**config.mk**
```make
export PLATFORM = sky130hd
export DESIGN_NAME = column_block_record_parser_core
export DESIGN_NICKNAME = d
export VERILOG_FILES = /design/src/sv/cbrp_pkg.sv /design/src/sv/column_block_record_parser_core.sv
export VERILOG_INCLUDE_DIRS = /design/src /design/src/sv
export SDC_FILE = /design/constraint.sdc
export NUM_CORES = 1
export LEC_CHECK = 0
export BUFFER_PORTS_ARGS = -buffer_cell sky130_fd_sc_hd__buf_2
export CAP_MARGIN = 15
export CORE_AREA = 5 5 153 185
export DETAILED_ROUTE_END_ITERATION = 8
export DIE_AREA = 0 0 158 190
export PLACE_DENSITY = 0.69
export SYNTH_ARGS = -nofsm -noshare
export SYNTH_HDL_FRONTEND = slang
export SYNTH_SLANG_ARGS = --single-unit
```
**constraint.sdc**
```tcl
create_clock -name clk -period 6.5 [get_ports clk]
set_clock_uncertainty 0.1 [all_clocks]
set_input_delay 0.975 -clock clk [delete_from_list [all_inputs] [get_ports clk]]
set_output_delay 0.975 -clock clk [all_outputs]
set_load 0.05 [all_outputs]
```
**src/sv/column_block_record_parser_core_macros.svh**
```systemverilog
// Assertion helpers shared by the parser RTL.
// Each macro samples on the rising edge of clk and is off while rst_n is low.
`ifndef COLUMN_BLOCK_RECORD_PARSER_CORE_MACROS_SVH
`define COLUMN_BLOCK_RECORD_PARSER_CORE_MACROS_SVH

// The consequent must hold in the same cycle as the antecedent.
`define CBRP_ASSERT_SAME(label, ante, cons, msg) \
    label: assert property (@(posedge clk) disable iff (!rst_n) (ante) |-> (cons)) \
        else $error(msg);

// The consequent must hold in the cycle after the antecedent.
`define CBRP_ASSERT_NEXT(label, ante, cons, msg) \
    label: assert property (@(posedge clk) disable iff (!rst_n) (ante) |=> (cons)) \
        else $error(msg);

`endif

```
**src/sv/cbrp_pkg.sv**
```systemverilog
`default_nettype none

package cbrp_pkg;

    // Parse phase of the record currently being read, one-hot.
    typedef enum logic [4:0] {
        PH_REP  = 5'b00001,
        PH_DEF  = 5'b00010,
        PH_TYPE = 5'b00100,
        PH_LEN  = 5'b01000,
        PH_DATA = 5'b10000
    } phase_t;

    // Status codes reported with record_last.
    localparam logic [1:0] STAT_OK     = 2'd0;
    localparam logic [1:0] STAT_RUNOUT = 2'd1;
    localparam logic [1:0] STAT_ERR    = 2'd2;

    // Type codes: 0..12 are fixed width, 13..15 carry a length, 16 is null.
    localparam logic [4:0] CODE_NULL   = 5'd16;
    localparam logic [7:0] FIXED_TYPES = 8'd13;
    localparam logic [7:0] CODE_BOOL   = 8'd12;

    // Register index of the level limit.
    localparam logic REG_LEVEL_MAX = 1'b0;
    localparam logic [8:0] LEVEL_MAX_RESET = 9'd256;

    // Value size of a fixed-width type: even codes are 32-bit, odd 64-bit,
    // and the boolean type is a single byte.
    function automatic logic [3:0] fixed_len(input logic [7:0] code);
        logic [3:0] len;
        if (code == CODE_BOOL) begin
            len = 4'd1;
        end
        else if (code[0]) begin
            len = 4'd8;
        end
        else begin
            len = 4'd4;
        end
        return len;
    endfunction

endpackage

`default_nettype wire

```
**src/sv/column_block_record_parser_core.sv**
```systemverilog
// Column record deframer. One stream byte enters per word on the input
// channel and at most one result word leaves per input word; the parser
// takes a new byte in every cycle while in_ready is high. Each byte is
// decoded combinationally against the parse state registers; its result
// goes to one output register and appears there in the cycle after its
// byte is accepted. in_ready is high whenever the output register is
// empty or being drained in the same cycle. Header and length bytes produce
// no word unless they close the record, hit the buffer end or fail a check.
// After a parse error, bytes are dropped up to and including the next byte
// flagged with buffer_end. The level limit register is at byte address 0 of
// the APB port and should only be written while the parser is idle.
`default_nettype none

`include "column_block_record_parser_core_macros.svh"

module column_block_record_parser_core
    import cbrp_pkg::*;
(
    input  wire logic        clk,
    input  wire logic        rst_n,

    // Stream input
    input  wire logic        in_valid,
    output logic             in_ready,
    input  wire logic [7:0]  data_byte,
    input  wire logic        buffer_end,

    // Result output
    output logic             out_valid,
    input  wire logic        out_ready,
    output logic [7:0]       rep_level,
    output logic [7:0]       def_level,
    output logic [4:0]       rec_type,
    output logic [31:0]      rec_len,
    output logic [7:0]       payload_byte,
    output logic             byte_valid,
    output logic             record_last,
    output logic [32:0]      record_bytes,
    output logic [1:0]       status,

    // Configuration port
    input  wire logic        psel,
    input  wire logic        penable,
    input  wire logic        pwrite,
    input  wire logic [2:0]  paddr,
    input  wire logic [31:0] pwdata,
    output logic [31:0]      prdata,
    output logic             pready
);

    // Configuration register.
    logic [8:0] level_max_reg;

    // Parse state.
    phase_t      phase_reg, phase_next;
    logic [7:0]  rep_reg, rep_next;
    logic [7:0]  def_reg, def_next;
    logic [4:0]  type_reg, type_next;
    logic [31:0] len_reg, len_next;
    logic [31:0] left_reg, left_next;
    logic [32:0] seen_reg, seen_next;
    logic [1:0]  idx_reg, idx_next;
    logic        discard_reg, discard_next;

    // Output register.
    logic        out_valid_reg;
    logic [7:0]  out_rep_reg;
    logic [7:0]  out_def_reg;
    logic [4:0]  out_type_reg;
    logic [31:0] out_len_reg;
    logic [7:0]  out_pay_reg;
    logic        out_bv_reg;
    logic        out_last_reg;
    logic [32:0] out_bytes_reg;
    logic [1:0]  out_stat_reg;

    // Decode results for the current byte.
    logic        emit;
    logic        emit_valid;
    logic        emit_last;
    logic [1:0]  emit_stat;
    logic        in_fire;
    logic        level_err;
    logic [31:0] left_merged;

    // APB access: always ready, the level limit is the only register.
    assign pready = 1'b1;

    always_comb
    begin
        if (paddr[2] == REG_LEVEL_MAX) begin
            prdata = {23'd0, level_max_reg};
        end
        else begin
            prdata = 32'd0;
        end
    end

    always_ff @(posedge clk or negedge rst_n)
    begin
        if (!rst_n) begin
            level_max_reg <= LEVEL_MAX_RESET;
        end
        else if (psel && penable && pwrite && pready && (paddr[2] == REG_LEVEL_MAX)) begin
            level_max_reg <= pwdata[8:0];
        end
    end

    // Input handshake: a byte is taken whenever the output slot is free or being drained.
    assign in_ready = !out_valid_reg || out_ready;
    assign in_fire  = in_valid && in_ready;

    // Level check against the limit, applied once the type byte arrives.
    assign level_err = ({1'b0, rep_reg} > level_max_reg) ||
                       ({1'b0, def_reg} > level_max_reg);

    // Length byte merged into its little-endian lane.
    always_comb
    begin
        left_merged = left_reg;
        case (idx_reg)
            2'd0:    left_merged[7:0]   = data_byte;
            2'd1:    left_merged[15:8]  = data_byte;
            2'd2:    left_merged[23:16] = data_byte;
            default: left_merged[31:24] = data_byte;
        endcase
    end

    // Byte decode: next parse state and the result word, if any.
    always_comb
    begin
        phase_next   = phase_reg;
        rep_next     = rep_reg;
        def_next     = def_reg;
        type_next    = type_reg;
        len_next     = len_reg;
        left_next    = left_reg;
        seen_next    = seen_reg + 33'd1;
        idx_next     = idx_reg;
        discard_next = discard_reg;
        emit         = 1'b0;
        emit_valid   = 1'b0;
        emit_last    = 1'b0;
        emit_stat    = STAT_OK;

        if (discard_reg) begin
            // Drop bytes until the buffer ends.
            seen_next = seen_reg;
            if (buffer_end) begin
                discard_next = 1'b0;
            end
        end
        else begin
            case (phase_reg)
                PH_REP:
                begin
                    rep_next   = data_byte;
                    def_next   = 8'd0;
                    type_next  = CODE_NULL;
                    len_next   = 32'd0;
                    left_next  = 32'd0;
                    idx_next   = 2'd0;
                    seen_next  = 33'd1;
                    if (buffer_end) begin
                        emit      = 1'b1;
                        emit_last = 1'b1;
                        emit_stat = STAT_RUNOUT;
                    end
                    else begin
                        phase_next = PH_DEF;
                    end
                end
                PH_DEF:
                begin
                    def_next = data_byte;
                    if (buffer_end) begin
                        emit       = 1'b1;
                        emit_last  = 1'b1;
                        emit_stat  = STAT_RUNOUT;
                        phase_next = PH_REP;
                    end
                    else begin
                        phase_next = PH_TYPE;
                    end
                end
                PH_TYPE:
                begin
                    type_next  = (data_byte <= {3'd0, CODE_NULL}) ? data_byte[4:0] : CODE_NULL;
                    phase_next = PH_REP;
                    if (level_err || (data_byte > {3'd0, CODE_NULL})) begin
                        // Bad header: report it and skip to the buffer end.
                        emit         = 1'b1;
                        emit_last    = 1'b1;
                        emit_stat    = STAT_ERR;
                        discard_next = !buffer_end;
                    end
                    else if (data_byte == {3'd0, CODE_NULL}) begin
                        emit      = 1'b1;
                        emit_last = 1'b1;
                    end
                    else begin
                        if (data_byte < FIXED_TYPES) begin
                            len_next   = {28'd0, fixed_len(data_byte)};
                            left_next  = {28'd0, fixed_len(data_byte)};
                            phase_next = PH_DATA;
                        end
                        else begin
                            idx_next   = 2'd0;
                            left_next  = 32'd0;
                            phase_next = PH_LEN;
                        end
                        if (buffer_end) begin
                            emit       = 1'b1;
                            emit_last  = 1'b1;
                            emit_stat  = STAT_RUNOUT;
                            phase_next = PH_REP;
                        end
                    end
                end
                PH_LEN:
                begin
                    left_next = left_merged;
                    if (idx_reg == 2'd3) begin
                        idx_next = 2'd0;
                        len_next = left_merged;
                        if (left_merged == 32'd0) begin
                            // Empty value: the record ends with its length.
                            emit       = 1'b1;
                            emit_last  = 1'b1;
                            phase_next = PH_REP;
                        end
                        else begin
                            phase_next = PH_DATA;
                        end
                    end
                    else begin
                        idx_next = idx_reg + 2'd1;
                    end
                    if (!emit && buffer_end) begin
                        emit       = 1'b1;
                        emit_last  = 1'b1;
                        emit_stat  = STAT_RUNOUT;
                        phase_next = PH_REP;
                    end
                end
                default:
                begin
                    // Value bytes: every one is passed on.
                    left_next  = left_reg - 32'd1;
                    emit       = 1'b1;
                    emit_valid = 1'b1;
                    if (left_next == 32'd0) begin
                        emit_last  = 1'b1;
                        phase_next = PH_REP;
                    end
                    else if (buffer_end) begin
                        emit_last  = 1'b1;
                        emit_stat  = STAT_RUNOUT;
                        phase_next = PH_REP;
                    end
                end
            endcase
        end
    end

    // Parse state registers.
    always_ff @(posedge clk or negedge rst_n)
    begin
        if (!rst_n) begin
            phase_reg   <= PH_REP;
            rep_reg     <= 8'd0;
            def_reg     <= 8'd0;
            type_reg    <= CODE_NULL;
            len_reg     <= 32'd0;
            left_reg    <= 32'd0;
            seen_reg    <= 33'd0;
            idx_reg     <= 2'd0;
            discard_reg <= 1'b0;
        end
        else if (in_fire) begin
            phase_reg   <= phase_next;
            rep_reg     <= rep_next;
            def_reg     <= def_next;
            type_reg    <= type_next;
            len_reg     <= len_next;
            left_reg    <= left_next;
            seen_reg    <= seen_next;
            idx_reg     <= idx_next;
            discard_reg <= discard_next;
        end
    end

    // Output valid flag.
    always_ff @(posedge clk or negedge rst_n)
    begin
        if (!rst_n) begin
            out_valid_reg <= 1'b0;
        end
        else if (in_fire && emit) begin
            out_valid_reg <= 1'b1;
        end
        else if (out_ready) begin
            out_valid_reg <= 1'b0;
        end
    end

    // Output word payload.
    always_ff @(posedge clk)
    begin
        if (in_fire && emit) begin
            out_rep_reg   <= rep_next;
            out_def_reg   <= def_next;
            out_type_reg  <= type_next;
            out_len_reg   <= len_next;
            out_pay_reg   <= emit_valid ? data_byte : 8'd0;
            out_bv_reg    <= emit_valid;
            out_last_reg  <= emit_last;
            out_bytes_reg <= emit_last ? seen_next : 33'd0;
            out_stat_reg  <= emit_last ? emit_stat : STAT_OK;
        end
    end

    assign out_valid    = out_valid_reg;
    assign rep_level    = out_rep_reg;
    assign def_level    = out_def_reg;
    assign rec_type     = out_type_reg;
    assign rec_len      = out_len_reg;
    assign payload_byte = out_pay_reg;
    assign byte_valid   = out_bv_reg;
    assign record_last  = out_last_reg;
    assign record_bytes = out_bytes_reg;
    assign status       = out_stat_reg;

    // Checks on the parser's own bookkeeping.
    `CBRP_ASSERT_SAME(a_mid_record_clean, out_valid && !record_last,
        (status == STAT_OK) && (record_bytes == 33'd0), "mid-record word carries end info")
    `CBRP_ASSERT_SAME(a_payload_zero, out_valid && !byte_valid,
        payload_byte == 8'd0, "payload byte set without byte_valid")
    `CBRP_ASSERT_SAME(a_discard_at_header, discard_reg,
        phase_reg == PH_REP, "discarding outside header phase")
    `CBRP_ASSERT_NEXT(a_discard_silent, in_fire && discard_reg && !(out_valid_reg && !out_ready),
        !out_valid_reg, "word produced while discarding")

endmodule

`default_nettype wire

```
Yosys cells after proc, flatten, opt, wreduce, memory -nomap -nowiden

Index checks and enable logic that the tools add are counted.
Widths: inputs -> output; s select.

Eq/ne operators: 14
$add $sub $neg: 3
$lt $le $gt $ge: 5
Multiplexer cells: 71
Reductions and logical operators: 25
Bitwise operators: 4

Operator list:

| kind                  | count |
|---|---|
| $mux 32               | 7 |
| $pmux 32 s4           | 1 |
| $pmux 32 s3           | 1 |
| $mux 33               | 2 |
| $logic_not 32->1      | 2 |
| $mux 5                | 12 |
| $mux 8                | 7 |
| $add 33x1->33 const B | 1 |
| $sub 32x1->32 const B | 1 |
| $mux 1                | 22 |
| $pmux 5 s4            | 1 |
| $gt 8x9->1            | 2 |
| $pmux 8 s2            | 1 |
| $mux 2                | 7 |
| $mux 4                | 3 |
| $pmux 2 s3            | 2 |
| $pmux 5 s2            | 1 |
| $reduce_and 5->1      | 2 |
| $mux 9                | 1 |
| $eq 8x4->1 const B    | 1 |
| $eq 8x5->1 const B    | 1 |
| $gt 8x5->1 const B    | 1 |
| $le 8x5->1 const B    | 1 |
| $lt 8x4->1 const B    | 1 |
| 23 further kinds      | 41 |

Register bits: 234
Input port bits: 51
Word-level logic and storage cells: 142
Output and inout port bits: 133

Depth between registers and ports, before layout

Gate-level depths: netlist of run 1.

Depth after elaboration: 15
Gate-level depth with buffers: 13
Depth with buffers taken out: 11

Least setup slack after synthesis of run 1

Ideal clock, no wire load.

Path type: input port to flip-flop
From: in data_byte[4]
To: reg out_bv_reg, in the netlist byte_valid, enable pin
Path slack: 1.512 ns
Arrival: 4.436 ns
Path buffers: 0
Setup time: 0.452 ns
Stages: 8
Required time: 5.948 ns
Path through: mux2i_1 -> nand4_1 -> or4_1 -> nor4_2 -> a32oi_1 -> o211ai_2 -> nand2_1 -> inv_1

Word-level cells in the longest chain between the ends: 12
Elaborated cells on any way between the ends: 20
Those cells by class: 1 x order compare; 1 x eq/ne; 13 x mux; 5 x reduce/logical

Ends and longest elaborated chain:

| item                 | RTL line                               | RTL |
|---|---|---|
| from (decl)          | column_block_record_parser_core.sv:25  | `input wire logic [7:0] data_byte,` |
| $mux 8               | column_block_record_parser_core.sv:121 | `case (idx_reg)` |
| $logic_not 32->1     | column_block_record_parser_core.sv:226 | `if (left_merged == 32'd0) begin` |
| $mux 1               | column_block_record_parser_core.sv:226 |  |
| $mux 1               | column_block_record_parser_core.sv:223 | `if (idx_reg == 2'd3) begin` |
| $mux 1               | column_block_record_parser_core.sv:154 | `case (phase_reg)` |
| $mux 1               | column_block_record_parser_core.sv:146 | `if (discard_reg) begin` |
| $logic_not 1->1      | column_block_record_parser_core.sv:239 | `if (!emit && buffer_end) begin` |
| $logic_and 1x1->1    | column_block_record_parser_core.sv:239 |  |
| $mux 1               | column_block_record_parser_core.sv:239 |  |
| $pmux 1 s3 *         | column_block_record_parser_core.sv:154 |  |
| $mux 1 *             | column_block_record_parser_core.sv:146 |  |
| $logic_and 1x1->1 *  | column_block_record_parser_core.sv:310 | `if (in_fire && emit) begin` |
| to (signal assigned) | column_block_record_parser_core.sv:316 | `out_bv_reg <= emit_valid;` |
| to (decl)            | column_block_record_parser_core.sv:72  | `logic out_bv_reg;` |

Mark *: on every way between the ends. The rest lies on a longest branch, timed or not. The select of a mux whose other input is x is not followed.
A chain may end at the register's enable or synchronous reset.

Final worst setup path of run 1

From: reg idx_reg[0]
To: reg out_len_reg[18], in the netlist rec_len[18], enable pin

Word-level cells in the longest chain between the ends: 14
Elaborated cells on any way between the ends: 20
Those cells by class: 3 x eq/ne; 11 x mux; 6 x reduce/logical

Ends and longest elaborated chain:

| item                               | RTL line                               | RTL |
|---|---|---|
| from (decl)                        | column_block_record_parser_core.sv:62  | `logic [1:0] idx_reg, idx_next;` |
| from (signal assigned)             | column_block_record_parser_core.sv:288 | `idx_reg <= idx_next;` |
| $eq 2x2->1 (tied with other cells) | column_block_record_parser_core.sv:121 |  |
| $reduce_or 3->1 (no line)          | --                                     |  |
| $mux 8                             | column_block_record_parser_core.sv:121 |  |
| $logic_not 32->1                   | column_block_record_parser_core.sv:226 |  |
| $mux 1                             | column_block_record_parser_core.sv:226 |  |
| $mux 1 *                           | column_block_record_parser_core.sv:223 |  |
| $mux 1 *                           | column_block_record_parser_core.sv:154 |  |
| $mux 1 *                           | column_block_record_parser_core.sv:146 |  |
| $logic_not 1->1                    | column_block_record_parser_core.sv:239 |  |
| $logic_and 1x1->1                  | column_block_record_parser_core.sv:239 |  |
| $mux 1 *                           | column_block_record_parser_core.sv:239 |  |
| $pmux 1 s3 *                       | column_block_record_parser_core.sv:154 |  |
| $mux 1 *                           | column_block_record_parser_core.sv:146 |  |
| $logic_and 1x1->1 *                | column_block_record_parser_core.sv:310 |  |
| to (signal assigned)               | column_block_record_parser_core.sv:314 | `out_len_reg <= len_next;` |
| to (decl)                          | column_block_record_parser_core.sv:70  | `logic [31:0] out_len_reg;` |

Marks and branches as above.

==> metrics.cfg, run 1 <==
[synth]
ys.flop_type=sky130_fd_sc_hd__dfrtp_1
ys.warnings.count=0
synth.cell_area_mm2=0.0127
synth_sequential_area_ratio_pct=50.1
synthCells=1285
synth.avg_cell_area_um2=9.87
synth_async_reset_ratio_pct=58.1
synthDistinctLibCells=80
synth_enable_flop_cells=98
ys_seq_elements=234
netlist.top_cell.by_area=sky130_fd_sc_hd__dfrtp_1
netlist_top_cells_area=sky130_fd_sc_hd__dfrtp_1 26%, sky130_fd_sc_hd__edfxtp_1 23%, sky130_fd_sc_hd__nand2_1 5.7%, sky130_fd_sc_hd__o21ai_0 4.6%, sky130_fd_sc_hd__a22o_1 3.6%
synth_top_area_share_pct=26.2

[grt]
vias_in_the_first_global_route=10147
globalRoute.totalOverflow=0
global_route.usage.total_pct=22.5
grt_pass1_wl_um=54700
maximum_number_of_pins_on_one_net_before_global_route_repair=79
initial_antenna_violation_count=0

[sta]
setup_total_neg_slack_ns=0
pnr_worst_setup_slack_ns=1.70
final.min_clock_period_ns=4.80
fin_crit_sh_pct=73.8
slew_headroom_pct=32.7
worst_pin_slew_ns=1.01
finalMaxSlewViolations=0
rsz0062_at_grt=no
setup_viol=0
hold_violations=0
fmax_mhz=208

[routing]
drt-vias-per-instance=5.99
detail_route.iter0.violations=851
drt-wirelength-per-cell_um=20.0
finalWirelength_um=34300
drc=0
route.antenna.remaining_nets=0
vias=10293
first_pass_iters=8

[cts]
ctsResizeCount=0
cts_buffers=24
cts_hold_repair.buffers=0
tritoncts_clock_tree=yes
clk-insertion-delay-late_ns=0.54
cts_post_setup_buffers_inserted=0
max-clock-path-buffers=3
clock-root-buffer=sky130_fd_sc_hd__clkbuf_16
path_clk_slew_ns=0.06
ctsHtreeMaxLevel=1
clkSinkCount=234

[floorplanning]
initial_core_util_pct=47.8
num_io_pins=184
floorplan.rows=66
die_x_um=158
chipHeight_um=190
fp.dieArea_mm2=0.0300
core_area_mm2=0.0265

[final_layout]
design.final.nets=1434
postLayoutCellArea_mm2=0.0142
syn_to_final_growth_pct=12.0
finish.cell_count_without_fillers=1718
mostFrequentLayoutCells=194 x sky130_fd_sc_hd__nand2_1, 133 x sky130_fd_sc_hd__dfrtp_1, 133 x sky130_fd_sc_hd__buf_2
layout_cell_share_with_drive_strength_beyond_1_pct=16.3
register_area_mm2=0.00635
final_layout_fill_cell_count=2409
antenna_cells=0
layout_commonest_cell=sky130_fd_sc_hd__nand2_1
multi_input_area_mm2=0.00573

[outcome]
status=complete, no violations

[placed_design]
place.port_buffers=134
dp_hpwl_um=23200
place_inst=1674
dpl-instance-area_mm2=0.0134
gp_congestion=0.941
dp_worst_setup_slack_ns=1.76

[pwr]
irDropWorstVdd_mv=0.324
leakage_component_of_the_power_nw=5.88
ratio_of_total_power_to_cell_area_mw_per_mm2=498

[worst_setup_path]
path_cells=inv_1 -> ha_1 -> mux2i_1 -> nand4_1 -> or4_1 -> nor4_2 -> a32oi_1 -> o211ai_2 -> nand2_1 -> inv_4 -> buf_12
crit_end_element=register
timing.critical_path.fanout_max=54
crit_arrival_ns=4.92
timing.critical_path.slowest_stage_cell=sky130_fd_sc_hd__ha_1
cp.buffers_inverters=3
critical_path_class=reg2reg
startpoint_type=register
crit_path_max_incr_delay_ns=0.64
critical-path-top-delay-family=simple AND/OR/NAND/NOR gates
critPathRequiredTime_ns=6.62

[hold_path]
worstHoldPathType=in2async

[run]
timing.max_cap.violations=0

-- per-stage QoR --
step,utilization (%),power [mW],hold WS [ns]
floorplan,-,4.88,0.347
global placement,50.6,5.61,0.359
detailed placement,50.6,5.67,0.367
CTS,53.6,7.09,0.382
global route,53.6,7.47,0.387
finish,53.6,7.07,0.386
-- path summary, 6_finish.rpt --
| kind | start | to | slack [ns] | cells after the start |
|---|---|---|---|---|
| setup / recovery | idx_reg[0] | rec_len[18] | 1.70 | 11 |
| hold / removal | rst_n | level_max_reg[2] | 0.39 | 1 |
| setup reg to reg | idx_reg[0] | rec_len[18] | 1.70 | 11 |
| hold reg to reg | len_reg[27] | len_reg[27] | 0.39 | 1 |
| max in group asynchronous | rst_n | left_reg[4] | 4.58 | 2 |
| min in group clk | len_reg[27] | len_reg[27] | 0.39 | 1 |
-- area by class of cell --
| type | instances | area share, % |
|---|---|---|
| clock buffers | 30 | 4.53 |
| clock inverters | 14 | 1.11 |
| well taps | 340 | 3.00 |
| repair buffers | 147 | 5.54 |
| inverters | 28 | 0.758 |
| flip-flops and latches | 234 | 44.7 |
| multi-input cells | 925 | 40.4 |
-- synth_stat cells, types with 25 or more instances --
cell type,count
sky130_fd_sc_hd__buf_4,25
sky130_fd_sc_hd__clkbuf_1,74
sky130_fd_sc_hd__edfxtp_1,98
sky130_fd_sc_hd__xnor2_1,25
sky130_fd_sc_hd__a21oi_1,29
sky130_fd_sc_hd__inv_1,27
sky130_fd_sc_hd__nand2_1,194
sky130_fd_sc_hd__mux2i_1,26
sky130_fd_sc_hd__nor2_1,67
sky130_fd_sc_hd__dfrtp_1,133
sky130_fd_sc_hd__o21ai_0,116
sky130_fd_sc_hd__a22o_1,52
sky130_fd_sc_hd__nor3_1,55
sky130_fd_sc_hd__nand3_1,33
-- power by group --
group | total (mW) | internal [mW] | switching (mW)
Combinational | 3.32 | 0.854 | 2.47
Sequential | 2.34 | 2.04 | 0.300
Clock | 1.41 | 0.823 | 0.588
-- metal layers --
layer	global-route usage (%)	part of all wire [%]	up-vias
li1	-	-	4808
met4	8.76	3.6	0
met1	29.5	39	4990
met2	37.5	50	407
met3	3.53	7.8	88
met5	0	0	-
-- kinds of logic after synthesis --
logic type               synth area share [%]
AO/OA/AOI/OAI                            17.2
AND/OR/NAND/NOR                          18.7
multiplexers                             3.56
other                                  0.0592
buffers and inverters                    5.51
XOR/XNOR                                 2.62
adder cells (fa/ha/maj)                  2.27
flip-flops                               50.1
Note: power is estimated with default switching activity, not from simulation.
==> inputs of run 2 (changes only) <==
--- a/config.mk
+++ b/config.mk
@@ -11,7 +11,7 @@
 export CORE_AREA = 5 5 153 185
 export DETAILED_ROUTE_END_ITERATION = 8
 export DIE_AREA = 0 0 158 190
-export PLACE_DENSITY = 0.69
+export PLACE_DENSITY = 0.72
 export SYNTH_ARGS = -nofsm -noshare
 export SYNTH_HDL_FRONTEND = slang
 export SYNTH_SLANG_ARGS = --single-unit
==> constraint.sdc (replaced) <==
create_clock -name clk -period 4.15 [get_ports clk]
set_clock_uncertainty 0.1 [all_clocks]
set_input_delay 0.6225 -clock clk [delete_from_list [all_inputs] [get_ports clk]]
set_output_delay 0.6225 -clock clk [all_outputs]
set_load 0.05 [all_outputs]
==> metrics.cfg, run 2 (synthesis gave the netlist of run 1 again) <==
[outcome]
status=complete, no violations

[sta]
fmax_mhz=270
rsz0062_at_grt=no
hold_violations=0
final.min_clock_period_ns=3.71
setup_total_neg_slack_ns=0
worst_pin_slew_ns=0.963
fin_crit_sh_pct=89.3
setup_viol=0
slew_headroom_pct=35.8
finalMaxSlewViolations=0

[placed_design]
dp_hpwl_um=23800
place.port_buffers=134
gp_congestion=0.913

[routing]
route.antenna.remaining_nets=0
first_pass_iters=8
finalWirelength_um=34800
detail_route.iter0.violations=756
vias=10527
drt-vias-per-instance=6.06
drc=0
drt-wirelength-per-cell_um=20.1

[grt]
maximum_number_of_pins_on_one_net_before_global_route_repair=95
vias_in_the_first_global_route=10308
initial_antenna_violation_count=0
global_route.usage.total_pct=22.6
globalRoute.totalOverflow=0
grt_pass1_wl_um=54800

[final_layout]
mostFrequentLayoutCells=194 x sky130_fd_sc_hd__nand2_1, 133 x sky130_fd_sc_hd__dfrtp_1, 133 x sky130_fd_sc_hd__buf_2
multi_input_area_mm2=0.00573
layout_cell_share_with_drive_strength_beyond_1_pct=17.5
final_core_utilization_pct=54.2
design.final.nets=1453
antenna_cells=0
syn_to_final_growth_pct=13.4
layout_commonest_cell=sky130_fd_sc_hd__nand2_1
final_layout_fill_cell_count=2326
register_area_mm2=0.00635

[pwr]
leakage_component_of_the_power_nw=5.98
irDropWorstVdd_mv=0.434
ratio_of_total_power_to_cell_area_mw_per_mm2=779

[worst_setup_path]
timing.critical_path.fanout_max=55
crit_path_max_incr_delay_ns=0.54
path_cells=inv_1 -> ha_1 -> mux2i_1 -> nand4_1 -> or4_1 -> nor4_2 -> a32oi_1 -> o211ai_2 -> nand2_1 -> clkinvlp_4 -> buf_12
crit_arrival_ns=3.80
timing.critical_path.slowest_stage_cell=sky130_fd_sc_hd__or4_1
startpoint_type=register
critical_path_class=reg2reg
critPathRequiredTime_ns=4.24
crit_end_element=register

[cts]
max-clock-path-buffers=3
clock-root-buffer=sky130_fd_sc_hd__clkbuf_16
ctsHtreeMaxLevel=1
clkSinkCount=234
tritoncts_clock_tree=yes
cts_hold_repair.buffers=0
cts_buffers=24
cts_post_setup_buffers_inserted=0
path_clk_slew_ns=0.06
clk-insertion-delay-late_ns=0.53
ctsResizeCount=0

[floorplanning]
floorplan.rows=66
core_area_mm2=0.0265
chipHeight_um=190
fp.dieArea_mm2=0.0300
num_io_pins=184
die_x_um=158
initial_core_util_pct=47.8

[run]
timing.max_cap.violations=0

[hold_path]
worstHoldPathType=in2async

==> run 2: cell count changes in the layout (fill, tap and decap cells not counted), sizes merged <==
cell	delta
inv	-1
buf	+19
clkinvlp	+2
clkbuf	-1
==> run 2: critical path, delay by kind of cell, from the launching register on <==
| family | cells | cell delay (ns) |
|---|---|---|
| mux | 1 | 0.33 |
| compound gates | 2 | 0.35 |
| simple gates | 4 | 1.27 |
| fa+ha+maj | 1 | 0.34 |
| buf+inv | 3 | 0.54 |
| flops | 1 | 0.43 |
==> run 2: metrics by stage <==
step | area (um2) | hold WS, ns | setup slack [ns] | power (mW) | std cells
detailed placement | 13600 | 0.367 | 0.491 | 9.01 | 1693
floorplan | 12800 | 0.227 | 0.0990 | 7.63 | 1307
finish | 14400 | 0.0996 | 0.443 | 11.2 | 1737
global route | 14400 | 0.183 | 0.166 | 11.8 | 1737
global placement | 13600 | 0.359 | 0.567 | 8.90 | 1693
CTS | 14400 | 0.155 | 0.463 | 11.2 | 1737
==> run 2: path summary, 6_finish.rpt <==
| kind | slack [ns] | startpoint | endpoint | depth (start not counted) |
|---|---|---|---|---|
| max in group asynchronous | 3.02 | rst_n | left_reg[3] | 2 |
| worst min register to register | 0.38 | len_reg[27] | len_reg[27] | 1 |
| worst max-delay path | 0.44 | idx_reg[0] | def_level[6] | 11 |
| min in group clk | 0.24 | pwdata[0] | level_max_reg[0] | 2 |
| worst max register to register | 0.44 | idx_reg[0] | def_level[6] | 11 |
| worst min-delay path | 0.1 | rst_n | level_max_reg[1] | 1 |
==> run 2: per-layer routing <==
| layer | vias to the layer above | global-route usage, % | share of wire (%) |
|---|---|---|---|
| met5 | - | 0 | 0 |
| met4 | 0 | 8.80 | 3.8 |
| met3 | 101 | 3.30 | 7.4 |
| met2 | 437 | 38.3 | 49 |
| met1 | 5133 | 29.1 | 40 |
| li1 | 4856 | - | - |
==> run 2: layout make-up <==
| type | instances | share of cell area [%] |
|---|---|---|
| flip-flops and latches | 234 | 44.2 |
| multi-input cells | 925 | 39.8 |
| repair buffers | 166 | 6.73 |
| clock buffers | 29 | 4.38 |
| well taps | 340 | 2.96 |
| clock inverters | 15 | 1.19 |
| inverters | 28 | 0.757 |
==> run 2: power by group <==
group | internal [mW] | switching (mW) | total (mW) | leakage [nW]
sequential | 3.19 | 0.476 | 3.66 | 2.77
clock | 1.28 | 0.923 | 2.20 | 0.385
combinational | 1.43 | 3.91 | 5.34 | 2.82
==> inputs of run 3 (changes only) <==
--- a/config.mk
+++ b/config.mk
@@ -11,6 +11,7 @@
 export CORE_AREA = 5 5 153 185
 export DETAILED_ROUTE_END_ITERATION = 8
 export DIE_AREA = 0 0 158 190
+export GPL_TIMING_DRIVEN = 0
 export PLACE_DENSITY = 0.72
 export SYNTH_ARGS = -nofsm -noshare
 export SYNTH_HDL_FRONTEND = slang
==> metrics.cfg, run 3 (synthesis gave the netlist of run 1 again) <==
[sta]
holdWs_ns=0.223
slew_headroom_pct=38.0
setup_total_neg_slack_ns=0
fin_crit_sh_pct=95.4
final.min_clock_period_ns=3.96
worst_pin_slew_ns=0.931
setup_viol=0
rsz0062_at_grt=no
finalMaxSlewViolations=0
fmax_mhz=253
hold_violations=0

[floorplanning]
chipHeight_um=190
core_area_mm2=0.0265
floorplan.rows=66
die_x_um=158
fp.dieArea_mm2=0.0300
num_io_pins=184
initial_core_util_pct=47.8

[cts]
clk-insertion-delay-late_ns=0.55
cts_buffers=25
tritoncts_clock_tree=yes
clock-root-buffer=sky130_fd_sc_hd__clkbuf_16
path_clk_slew_ns=0.06
max-clock-path-buffers=3
ctsHtreeMaxLevel=1
clkSinkCount=234

[grt]
gr-usage-met3_pct=3.21
vias_in_the_first_global_route=10755
use_met2_pct=41.8
grtUsageMet1_pct=33.0
globalRoute.totalOverflow=0
initial_antenna_violation_count=0
grt_pass1_wl_um=59700
maximum_number_of_pins_on_one_net_before_global_route_repair=94
global_route.usage.total_pct=25.1
grt_busiest_layer=met2

[final_layout]
postLayoutCellArea_mm2=0.0149
design.final.nets=1546
layout_commonest_cell=sky130_fd_sc_hd__nand2_1
mostFrequentLayoutCells=194 x sky130_fd_sc_hd__nand2_1, 139 x sky130_fd_sc_hd__buf_2, 133 x sky130_fd_sc_hd__dfrtp_1
finish.cell_count_without_fillers=1830
layout_cell_share_with_drive_strength_beyond_1_pct=17.1
antenna_cells=0
final_layout_fill_cell_count=2383
syn_to_final_growth_pct=17.2
multi_input_area_mm2=0.00574
register_area_mm2=0.00635

[routing]
vias=11046
drt-wirelength-per-cell_um=20.8
drc=0
route.antenna.remaining_nets=0
drt-vias-per-instance=6.04
detail_route.iter0.violations=1053
first_pass_iters=6
finalWirelength_um=38000

[worst_setup_path]
crit_end_element=register
startpoint_type=register
reg2reg_setup_slack_ns=0.19
critPathRequiredTime_ns=4.27
reg_to_reg_critical_path_startpoint=idx_reg[0]
worst-r2r-cell-count=12
critical_path_class=reg2reg
critical_path.reg2reg.endpoint=rec_len[20]
crit_arrival_ns=4.08
timing.critical_path.fanout_max=42

[placed_design]
place.port_buffers=132
dp_hpwl_um=27400
place_inst=1782
gp_congestion=0.970
dpl-instance-area_mm2=0.0139

[hold_path]
hp-start=pwdata[1]
hold_path_depth=2
worstHoldPathType=in2reg
min_delay_worst_endpoint=level_max_reg[1]

[outcome]
status=complete, no violations

[pwr]
leakage_component_of_the_power_nw=6.20
power.total_mw=11.8
irDropWorstVdd_mv=0.366
ratio_of_total_power_to_cell_area_mw_per_mm2=792

[run]
timing.max_cap.violations=0

[run 3: changes by cell type in the layout (fill, tap and decap cells not counted), moves of 3 or more]
cell / previous run / this run
sky130_fd_sc_hd__clkbuf_1: 4 / 78
sky130_fd_sc_hd__buf_1: 0 / 7
sky130_fd_sc_hd__buf_2: 133 / 139
sky130_fd_sc_hd__buf_6: 1 / 6
sky130_fd_sc_hd__bufinv_16: 3 / 6
[run 3: routing by layer]
metal	vias up	wire (um)
met4	0	1730
li1	5052	-
met5	-	0
met3	112	3230
met1	5309	14500
met2	573	18500
[run 3: layout make-up]
class | instances | area share, %
Tap cell | 340 | 2.86
Clock buffer | 29 | 4.31
Multi-Input combinational cell | 925 | 38.6
Inverter | 28 | 0.732
Buffer | 120 | 3.99
Timing Repair Buffer | 138 | 5.09
Clock inverter | 16 | 1.70
Sequential cell | 234 | 42.7
[run 3: through the flow]
step	setup WS, ns	utilization [%]
final	0.193	56.1
after global routing	0.0122	56.1
after floorplan	0.0990	-
after CTS	0.184	56.0
after global placement	-1.31	52.3
after detailed placement	-0.231	52.5
[run 3: worst max-delay path by stage]
stage / end / from / slack [ns]
final: rec_len[20] / idx_reg[0] / 0.19
after global routing: rec_len[20] / idx_reg[0] / 0.01
after floorplan: byte_valid / idx_reg[0] / 0.1
after CTS: rec_len[20] / idx_reg[0] / 0.18
after global placement: rec_len[12] / data_byte[6] / -1.31
after detailed placement: rec_len[18] / idx_reg[0] / -0.23
[run 3: power by group]
group	internal (mW)	leakage (nW)	total, mW	switching, mW
sequential	3.18	2.77	3.54	0.357
clock	1.49	0.434	2.45	0.955
combinational	1.51	2.99	5.78	4.27
total	6.19	6.20	11.8	5.58
[run 3: repair_timing]
item                                    in CTS  in global routing
gates resized for setup                      2                  2
hold endpoints to repair                    42                  0
endpoints found under the setup margin      83                120
setup buffers                                1                  0
hold buffers                                 1                  0
[run 3: critical path, stage by stage, from the launching register on]
cell,delay (ns)
sky130_fd_sc_hd__dfrtp_1,0.43
sky130_fd_sc_hd__inv_1,0.10
sky130_fd_sc_hd__ha_1,0.15
sky130_fd_sc_hd__clkbuf_1,0.37
sky130_fd_sc_hd__mux2i_1,0.44
sky130_fd_sc_hd__nand4_1,0.13
sky130_fd_sc_hd__or4_1,0.60
sky130_fd_sc_hd__nor4_4,0.37
sky130_fd_sc_hd__a32oi_1,0.17
sky130_fd_sc_hd__o211ai_2,0.15
sky130_fd_sc_hd__nand2_1,0.17
sky130_fd_sc_hd__clkinvlp_4,0.18
sky130_fd_sc_hd__buf_12,0.24
